File: config.mk
export PLATFORM = sky130hd
export DESIGN_NAME = absolute_incremental_angle_fusion
export DESIGN_NICKNAME = d
export VERILOG_FILES = /design/src/rtl/aiaf_pkg.sv /design/src/rtl/absolute_incremental_angle_fusion.sv
export SDC_FILE = /design/constraint.sdc
export NUM_CORES = 2
export LEC_CHECK = 0
export BUFFER_PORTS_ARGS = -buffer_cell sky130_fd_sc_hd__buf_2
export CAP_MARGIN = 20
export CORE_MARGIN = 2
export CORE_UTILIZATION = 40
export CTS_CLUSTER_DIAMETER = 50
export CTS_CLUSTER_SIZE = 25
export DETAILED_ROUTE_END_ITERATION = 16
export SYNTH_ARGS = -nofsm -noshare
export SYNTH_HDL_FRONTEND = slang
export SYNTH_SLANG_ARGS = --single-unit
File: constraint.sdc
create_clock -name clk -period 36.1 [get_ports clk]
set_clock_uncertainty 0.05 [all_clocks]
set_input_delay 7.22 -clock clk [delete_from_list [all_inputs] [get_ports clk]]
set_output_delay 7.22 -clock clk [all_outputs]
set_load 0.03 [all_outputs]
File: src/rtl/aiaf_pkg.sv
package aiaf_pkg;

    typedef logic [2:0] cfg_index_t;

    localparam cfg_index_t CFG_MIN_ANGLE      = 3'd0;
    localparam cfg_index_t CFG_ZERO_BAND      = 3'd1;
    localparam cfg_index_t CFG_RELEASE_BAND   = 3'd2;
    localparam cfg_index_t CFG_MOVE_THRESHOLD = 3'd3;
    localparam cfg_index_t CFG_TIMEOUT_US     = 3'd4;

    localparam logic ACT_STARTUP = 1'b0;
    localparam logic ACT_UPDATE  = 1'b1;

    localparam logic [31:0] MIN_ANGLE_RST      = 32'd0;
    localparam logic [30:0] ZERO_BAND_RST      = 31'd1144;
    localparam logic [30:0] RELEASE_BAND_RST   = 31'd2288;
    localparam logic [30:0] MOVE_THRESHOLD_RST = 31'd6554;
    localparam logic [31:0] TIMEOUT_US_RST     = 32'd5000000;

    // 180/pi as an unsigned fraction with 24 fractional bits.
    localparam logic [29:0] DEG_GAIN  = 30'd961263669;
    localparam int          DEG_SHIFT = 24;

    typedef struct packed {
        logic               action;
        logic               abs_updated;
        logic               inc_updated;
        logic               abs_valid;
        logic               inc_valid;
        logic signed [31:0] abs_angle;
        logic signed [31:0] inc_angle;
        logic signed [31:0] abs_velocity;
        logic signed [31:0] inc_velocity;
        logic [15:0]        abs_errors;
        logic [15:0]        inc_errors;
        logic [31:0]        time_us;
    } aiaf_in_t;

    typedef struct packed {
        logic               updated;
        logic               valid_res;
        logic signed [31:0] position_rad;
        logic signed [31:0] position_deg;
        logic signed [31:0] velocity_rad;
        logic signed [31:0] velocity_deg;
        logic [31:0]        stamp_us;
        logic [16:0]        error_total;
    } aiaf_out_t;

    function automatic logic [31:0] mag32(input logic [31:0] v);
        return v[31] ? (32'd0 - v) : v;
    endfunction

    // Radians to degrees, rounded half away from zero, saturated to 32 bits.
    function automatic logic [31:0] to_degrees(input logic [31:0] rad);
        logic [31:0] mag;
        logic [61:0] prod;
        logic [37:0] rnd;
        mag  = mag32(rad);
        prod = 62'(mag) * 62'(DEG_GAIN);
        rnd  = 38'((prod + (62'd1 << (DEG_SHIFT - 1))) >> DEG_SHIFT);
        if (rad[31])
        begin
            if (rnd > 38'h0080000000)
            begin
                rnd = 38'h0080000000;
            end
            return 32'd0 - rnd[31:0];
        end
        if (rnd > 38'h007FFFFFFF)
        begin
            return 32'h7FFFFFFF;
        end
        return rnd[31:0];
    endfunction

endpackage

File: src/rtl/absolute_incremental_angle_fusion.sv
// Fuses an absolute angle sensor with a multi-turn quadrature count.
// Sample channel: sample_valid/sample_ready carry one aiaf_in_t per
// transaction, either a startup capture or a regular update.
// Result channel: result_valid/result_ready carry one aiaf_out_t for every
// sample transaction, in order, with angle and velocity in Q16.16 radians
// and saturated Q16.16 degrees.
// Configuration: cfg_we writes cfg_data into the register chosen by
// cfg_index (min angle, zero band, release band, move threshold, timeout);
// it is meant to be written only while no transaction is in flight.
// A sample passes three registers in order on its way to result_valid: the
// input register on acceptance, the fusion state registers, and the result
// register through the degree conversion.
// Throughput is one transaction per cycle. When the receiver stalls, the
// three stages fill and sample_ready then drops until the result is taken.
// Reset clears all stages, the fusion state and loads the default
// configuration.
module absolute_incremental_angle_fusion (
    input  logic                 clk,
    input  logic                 rst_n,
    input  logic                 cfg_we,
    input  aiaf_pkg::cfg_index_t cfg_index,
    input  logic [31:0]          cfg_data,
    input  logic                 sample_valid,
    output logic                 sample_ready,
    input  aiaf_pkg::aiaf_in_t   sample,
    output logic                 result_valid,
    input  logic                 result_ready,
    output aiaf_pkg::aiaf_out_t  result
);
    import aiaf_pkg::*;

    logic [31:0] min_angle_reg;
    logic [30:0] zero_band_reg;
    logic [30:0] release_band_reg;
    logic [30:0] move_threshold_reg;
    logic [31:0] timeout_us_reg;

    logic        s1_valid_reg;
    aiaf_in_t    s1_reg;
    logic        mid_valid_reg;
    logic        mid_updated_reg;
    logic        result_valid_reg;
    aiaf_out_t   result_reg;

    logic        zero_reg,      zero_next;
    logic        moved_reg,     moved_next;
    logic        locked_reg,    locked_next;
    logic [31:0] offset_reg,    offset_next;
    logic [31:0] start_pos_reg, start_pos_next;
    logic [31:0] start_time_reg, start_time_next;
    logic [31:0] angle_reg,     angle_next;
    logic [31:0] velocity_reg,  velocity_next;
    logic        valid_reg,     valid_next;
    logic [31:0] stamp_reg,     stamp_next;
    logic [16:0] err_reg,       err_next;
    logic        updated_next;

    logic        out_adv;
    logic        s1_fire;
    logic [31:0] abs_mag;
    logic [32:0] travel;
    logic [32:0] travel_mag;
    logic [31:0] elapsed;
    logic        hit;

    assign out_adv      = !result_valid_reg || result_ready;
    assign s1_fire      = s1_valid_reg && (!mid_valid_reg || out_adv);
    assign sample_ready = !s1_valid_reg || s1_fire;
    assign result_valid = result_valid_reg;
    assign result       = result_reg;

    assign abs_mag    = mag32(32'(s1_reg.abs_angle));
    assign travel     = {s1_reg.inc_angle[31], 32'(s1_reg.inc_angle)}
                        - {start_pos_reg[31], start_pos_reg};
    assign travel_mag = travel[32] ? (33'd0 - travel) : travel;
    assign elapsed    = s1_reg.time_us - start_time_reg;

    always_ff @(posedge clk or negedge rst_n)
    begin
        if (!rst_n)
        begin
            min_angle_reg      <= MIN_ANGLE_RST;
            zero_band_reg      <= ZERO_BAND_RST;
            release_band_reg   <= RELEASE_BAND_RST;
            move_threshold_reg <= MOVE_THRESHOLD_RST;
            timeout_us_reg     <= TIMEOUT_US_RST;
        end
        else if (cfg_we)
        begin
            unique case (cfg_index)
                CFG_MIN_ANGLE:      min_angle_reg      <= cfg_data;
                CFG_ZERO_BAND:      zero_band_reg      <= cfg_data[30:0];
                CFG_RELEASE_BAND:   release_band_reg   <= cfg_data[30:0];
                CFG_MOVE_THRESHOLD: move_threshold_reg <= cfg_data[30:0];
                CFG_TIMEOUT_US:     timeout_us_reg     <= cfg_data;
                default:            ;
            endcase
        end
    end

    always_comb
    begin
        zero_next       = zero_reg;
        moved_next      = moved_reg;
        locked_next     = locked_reg;
        offset_next     = offset_reg;
        start_pos_next  = start_pos_reg;
        start_time_next = start_time_reg;
        angle_next      = angle_reg;
        velocity_next   = velocity_reg;
        valid_next      = valid_reg;
        stamp_next      = stamp_reg;
        err_next        = err_reg;
        updated_next    = 1'b0;
        hit             = 1'b0;
        if (s1_reg.action == ACT_STARTUP)
        begin
            valid_next      = 1'b0;
            locked_next     = 1'b0;
            zero_next       = 1'b0;
            moved_next      = 1'b0;
            stamp_next      = s1_reg.time_us;
            start_time_next = s1_reg.time_us;
            err_next        = 17'd0;
            if (s1_reg.abs_valid && (abs_mag < {1'b0, zero_band_reg}))
            begin
                zero_next      = 1'b1;
                start_pos_next = 32'(s1_reg.inc_angle);
            end
        end
        else if (s1_reg.abs_updated || s1_reg.inc_updated)
        begin
            if (zero_reg && !moved_reg && s1_reg.inc_valid
                && (travel_mag > {2'b00, move_threshold_reg}))
            begin
                moved_next = 1'b1;
            end
            if (zero_reg && !locked_reg && (elapsed > timeout_us_reg))
            begin
                locked_next = 1'b1;
                offset_next = min_angle_reg - 32'(s1_reg.inc_angle);
            end
            if (!locked_next && s1_reg.abs_valid && s1_reg.inc_valid
                && (!zero_reg || (moved_next && (abs_mag > {1'b0, release_band_reg}))))
            begin
                locked_next = 1'b1;
                offset_next = 32'(s1_reg.abs_angle) - 32'(s1_reg.inc_angle);
            end
            if (locked_next && s1_reg.inc_valid)
            begin
                angle_next    = 32'(s1_reg.inc_angle) + offset_next;
                velocity_next = 32'(s1_reg.inc_velocity);
                hit           = 1'b1;
            end
            else if (s1_reg.abs_valid && !zero_reg)
            begin
                angle_next    = 32'(s1_reg.abs_angle);
                velocity_next = 32'(s1_reg.abs_velocity);
                hit           = 1'b1;
            end
            else if (s1_reg.inc_valid)
            begin
                angle_next    = min_angle_reg + (32'(s1_reg.inc_angle) - start_pos_reg);
                velocity_next = 32'(s1_reg.inc_velocity);
                hit           = 1'b1;
            end
            if (hit)
            begin
                valid_next   = 1'b1;
                stamp_next   = s1_reg.time_us;
                err_next     = 17'(s1_reg.abs_errors) + 17'(s1_reg.inc_errors);
                updated_next = 1'b1;
            end
            else
            begin
                valid_next = 1'b0;
            end
        end
    end

    always_ff @(posedge clk or negedge rst_n)
    begin
        if (!rst_n)
        begin
            s1_valid_reg     <= 1'b0;
            mid_valid_reg    <= 1'b0;
            mid_updated_reg  <= 1'b0;
            result_valid_reg <= 1'b0;
            zero_reg         <= 1'b0;
            moved_reg        <= 1'b0;
            locked_reg       <= 1'b0;
            offset_reg       <= 32'd0;
            start_pos_reg    <= 32'd0;
            start_time_reg   <= 32'd0;
            angle_reg        <= 32'd0;
            velocity_reg     <= 32'd0;
            valid_reg        <= 1'b0;
            stamp_reg        <= 32'd0;
            err_reg          <= 17'd0;
        end
        else
        begin
            if (sample_ready)
            begin
                s1_valid_reg <= sample_valid;
            end
            if (s1_fire)
            begin
                mid_valid_reg   <= 1'b1;
                mid_updated_reg <= updated_next;
                zero_reg        <= zero_next;
                moved_reg       <= moved_next;
                locked_reg      <= locked_next;
                offset_reg      <= offset_next;
                start_pos_reg   <= start_pos_next;
                start_time_reg  <= start_time_next;
                angle_reg       <= angle_next;
                velocity_reg    <= velocity_next;
                valid_reg       <= valid_next;
                stamp_reg       <= stamp_next;
                err_reg         <= err_next;
            end
            else if (out_adv)
            begin
                mid_valid_reg <= 1'b0;
            end
            if (out_adv)
            begin
                result_valid_reg <= mid_valid_reg;
            end
        end
    end

    always_ff @(posedge clk)
    begin
        if (sample_valid && sample_ready)
        begin
            s1_reg <= sample;
        end
        if (out_adv && mid_valid_reg)
        begin
            result_reg.updated      <= mid_updated_reg;
            result_reg.valid_res    <= valid_reg;
            result_reg.position_rad <= angle_reg;
            result_reg.position_deg <= to_degrees(angle_reg);
            result_reg.velocity_rad <= velocity_reg;
            result_reg.velocity_deg <= to_degrees(velocity_reg);
            result_reg.stamp_us     <= stamp_reg;
            result_reg.error_total  <= err_reg;
        end
    end

`ifndef ASSERT_OFF
    a_moved_needs_zero: assert property (@(posedge clk) disable iff (!rst_n)
        moved_reg |-> zero_reg)
        else $error("Movement flag set without a zero start.");

    a_updated_is_valid: assert property (@(posedge clk) disable iff (!rst_n)
        result_valid_reg |-> (!result_reg.updated || result_reg.valid_res))
        else $error("Updated result reported as invalid.");

    a_startup_clears: assert property (@(posedge clk) disable iff (!rst_n)
        (s1_fire && (s1_reg.action == ACT_STARTUP))
        |=> (!locked_reg && !moved_reg && !valid_reg && (err_reg == 17'd0)))
        else $error("Startup transaction did not clear the fusion flags.");
`endif

endmodule

; ---- Word-level counts from Yosys, hierarchy flattened
; Cells that the tools add are included.
[word_totals]
regBits = 750
latchBits = 0
ram_bits = 0
rom_bits = 0
out_inout_bits = 181
memories = 0
[classes]
add_sub_neg = 16
n_mul = 2
n_div = 0
magnitude_cmp = 8
n_eq_ne = 6
n_shift = 0
mux = 74
bitwise_logic = 1
n_reduce_logical = 41
[op_table]
columns = cell, n
row1 = $mux W32, 24
row2 = $mux W38, 10
row3 = $sub A1 B32 Y32 const A, 5
row4 = $sub A32 B32 Y32, 4
row5 = $add A62 B24 Y62 const B, 2
row6 = $mul A32 B30 Y62 const B, 2
row7 = $gt A38 B31 Y1 const B, 2
row8 = $gt A38 B32 Y1 const B, 2
row9 = $add A32 B32 Y32, 2
row10 = $mux W17, 3
row11 = $mux W1, 36
row12 = $gt A33 B31 Y1, 1
row13 = $mux W33, 1
row14 = $sub A1 B33 Y33 const A, 1
row15 = $sub A32 B32 Y33, 1
row16 = $gt A32 B31 Y1, 1
row17 = $gt A32 B32 Y1, 1
row18 = $lt A32 B31 Y1, 1
row19 = $add A16 B16 Y17, 1
row20 = $logic_and A1 B1 Y1, 15
row21 = $reduce_and A2 Y1, 7
row22 = $reduce_and A3 Y1, 3
row23 = $logic_not A1 Y1, 7
row24 = $eq A3 B2 Y1 const B, 2
row25 = 9 further kinds, 14

; ---- Logic depth before layout (Yosys ltp)
[logic_depth]
word_depth = 21
ltp_mapped = 53
ltp_nobuf = 50

; ---- Least setup slack after synthesis
; No wires, ideal clock.
[synth_path]
path_kind = input-to-output
start = input result_ready
end = output sample_ready
arrival_time_ns = 7.630
setup_slack_ns = 21.200
cell_stages = 1
path_cell_list = nand4b_1
[synth_between]
elab_chain_cells = 4
[synth_rtl]
columns = item, line_no
row1 = from (decl), absolute_incremental_angle_fusion.sv:27  ; input logic result_ready,
row2 = $logic_or A1 B1 Y1, absolute_incremental_angle_fusion.sv:66  ; assign out_adv = !result_valid_reg || result_ready;
row3 = $logic_or A1 B1 Y1, absolute_incremental_angle_fusion.sv:67  ; assign s1_fire = s1_valid_reg && (!mid_valid_reg || out_adv);
row4 = $logic_and A1 B1 Y1, absolute_incremental_angle_fusion.sv:67
row5 = $logic_or A1 B1 Y1, absolute_incremental_angle_fusion.sv:68  ; assign sample_ready = !s1_valid_reg || s1_fire;
row6 = to (decl), absolute_incremental_angle_fusion.sv:24  ; output logic sample_ready,
; No other way between the ends.

; ---- Worst setup path after layout
; Same ends and word-level chain as after synthesis.

==> impl_metrics.yaml <==
critical_path:
  cp_cell_sequence: "buf_2, nand4b_1, buf_2"
  slowest_stage: "sky130_fd_sc_hd__nand4b_1"
  number_of_buffers_and_inverters_on_the_critical_path: 2
  path_max_fanout: 3
  setup.worst_path.class: "in -> out"
  setup.worst_path.end_class: "output port"
  path_common_cell: "sky130_fd_sc_hd__buf_2"
  required_ns: 28.83
  critical-path-max-stage-delay_ns: 0.22
  arrival_ns: 7.76
  critical_path.top_delay_family: "buffers and inverters"
  worstSetupStartpointType: "input pin"
die:
  chipWidth_um: 444
  die_h_um: 444
  design.core.area_um2: 193000
  initial_utilization: 0.402
  floorplan.io_pins: 418
  dieArea_um2: 197000
  placementRows: 161
routing:
  drtIter0Drc: 3394
  drt-vias-per-instance: 5.23
  detailroute.via_count: 56500
  firstDrtPassIters: 5
  top_signal_layer_used: "met5"
  met3WireLength_um: 10900
  detail_route.wl_per_cell_um: 21.1
  drtAntennaViolNets: 0
  m1_wire_length_um: 102000
  routed_wl_um: 228000
  met2WireLength_um: 108000
  remaining_drc_errors: 0
final_layout:
  finish.net_count: 10300
  synthToLayoutAreaGrowth_pct: 11.6
  final.fill_count: 18500
  post_layout_instance_count_excluding_filler_cells: 10800
  fraction_of_final_layout_cells_sized_beyond_drive_strength_1: 0.112
  largest_register_ff_count: 197
timing:
  setup_viol: 0
  fin_tns_setup_ns: 0
  worst_hold_slack_ns: 0.393
  setup_repair_after_global_routing_missed_its_margin: "no"
  final_min_period_over_clock_period: 0.416
  hold_violations: 0
  max_clock_freq_mhz: 66.5
  worst_pin_slew_ns: 1.05
  slew-limit-headroom: 0.295
  min_period_ns: 15.03
  finalMaxSlewViolations: 0
  final.setup.worst_slack_ns: 21.07
placement:
  post-place-cells: 10600
  preCtsSetupSlack_ns: 21.08
  gpl.final_weighted_congestion: 0.956
  hpwl_um: 191000
  portBuffers: 417
clock_tree:
  insertion_delay_ns: 0.77
  cts_inserted_buffers: 100
  cts_hold_buffers: 0
  post-cts-setup-buffers: 0
  cts_tree: "done"
  cts_htree_levels: 3
  clock_tree.root_cell: "sky130_fd_sc_hd__clkbuf_16"
  cts.clk_slew.worst_paths_ns: 0.07
  clockBufferDepth: 3
  clock-sinks: 750
  resized_gates_after_cts: 0
min_path:
  hp-class: "reg -> reg"
synthesis:
  ys_top_cells_by_area: "sky130_fd_sc_hd__ha_1, sky130_fd_sc_hd__fa_1, sky130_fd_sc_hd__edfxtp_1"
  synth_seq_area_share: 0.267
  post-synth-top-count-cell: "sky130_fd_sc_hd__inv_1"
  synth.largest_area_cell: "sky130_fd_sc_hd__ha_1"
  synth.yosys.warnings: 0
  ys_ff_latch: 750
  syn_avg_cell_area_um2: 10.0
  synthDominantCellAreaShare: 0.191
  synthArstFlopShare: 0.499
  netlist_instances: 7732
  ys_top_cells_by_count: "sky130_fd_sc_hd__inv_1, sky130_fd_sc_hd__ha_1, sky130_fd_sc_hd__fa_1, sky130_fd_sc_hd__nand2_1, sky130_fd_sc_hd__o21ai_0"
  post_synth_instance_area_um2: 77500
  mappedNetlistNets: 9855
  synth_enable_flop_cells: 376
  netlist-cell-type-count: 102
  synth_ff_type: "sky130_fd_sc_hd__edfxtp_1"
grt:
  grt_pass1_wl_um: 352000
  grt_start_max_net_pins: 88
  grt_util_all_layers: 0.232
  grt.overflow.total: 0
  initial_antenna_violation_count: 10
  vias_in_the_first_global_route: 59200
flow_run:
  max_capacitance_violation_count: 0
outcome:
  outcome: "finished, final reports clean"
metrics by stage:
step | util | area, um^2
after floorplan | - | 77500
after global placement | 0.430 | 82800
after detailed placement | 0.430 | 82900
after CTS | 0.449 | 86400
after global routing | 0.449 | 86400
final | 0.449 | 86400
cell type report:
cell class / count / area [um^2] / area share
tap: 2526 / 3160 / 0.0366
clock buffer: 110 / 2620 / 0.0303
antenna: 6 / 15.0 / 0.000174
clock inverter: 80 / 946 / 0.0109
timing repair buffer: 497 / 2700 / 0.0312
sequential: 750 / 20700 / 0.239
inverter: 1477 / 5540 / 0.0641
multi-input combinational: 5361 / 50800 / 0.587
metal layers:
layer  track usage  vias to the layer above
met4        0.0607                       12
met5             0                        -
met2         0.393                     1270
met1         0.311                    27900
li1              -                    27000
met3        0.0315                      267
worst register-to-register path: cells and delay by family, from the launching register on:
family          cells  cell delay [ns]
flops               1             0.67
mux                 1             0.20
fa+ha+maj          11             5.14
simple gates       10             3.58
xor+xnor            1             0.68
compound gates     11             2.95
buf+inv             7             1.03
final timing paths:
kind / from / end / slack (ns) / cells past startpoint
min: stamp_reg[25]$_DFFE_PN0P_ / result[42]$_DFFE_PP_ / 0.39 / 0
min in group asynchronous: rst_n / start_time_reg[31]$_DFFE_PN0P_ / 6.42 / 1
max reg2reg: angle_reg[0]$_DFFE_PN0P_ / result[143]$_DFFE_PP_ / 21.51 / 41
min reg2reg: stamp_reg[25]$_DFFE_PN0P_ / result[42]$_DFFE_PP_ / 0.39 / 0
max in group asynchronous: rst_n / angle_reg[8]$_DFFE_PN0P_ / 27.31 / 3
max: result_ready / sample_ready / 21.07 / 3
layout by cell type (no fill, tap or decap), drive strengths merged, types with 45 or more instances in the layout:
cell / count
ha: 1181
fa: 705
a21oi: 349
o21a: 56
xnor2: 295
nor3: 100
dfrtp: 349
a31oi: 71
and2: 45
mux2i: 89
a21o: 156
nand2b: 46
o21ai: 413
xor2: 126
mux2: 133
clkbuf: 110
nor2b: 52
buf: 497
nand4: 54
nand2: 499
edfxtp: 376
nand3: 88
o31ai: 49
nor2: 325
inv: 1509
kinds of logic (layout without fill, tap and decap cells):
kind of cell | count (synthesis) | in the layout | share of synthesized area
fa+ha+maj | 1886 | 1886 | 0.373
compound gates | 1428 | 1428 | 0.117
xor+xnor | 421 | 421 | 0.0476
flops | 750 | 750 | 0.267
buf+inv | 1621 | 2164 | 0.0791
other cells | 0 | 6 | 0
mux | 222 | 222 | 0.0308
simple gates | 1404 | 1404 | 0.0858
Power is left out: the tool's default activity adds up to more than one toggle a clock period on the data nets, which glitch-free logic cannot reach.
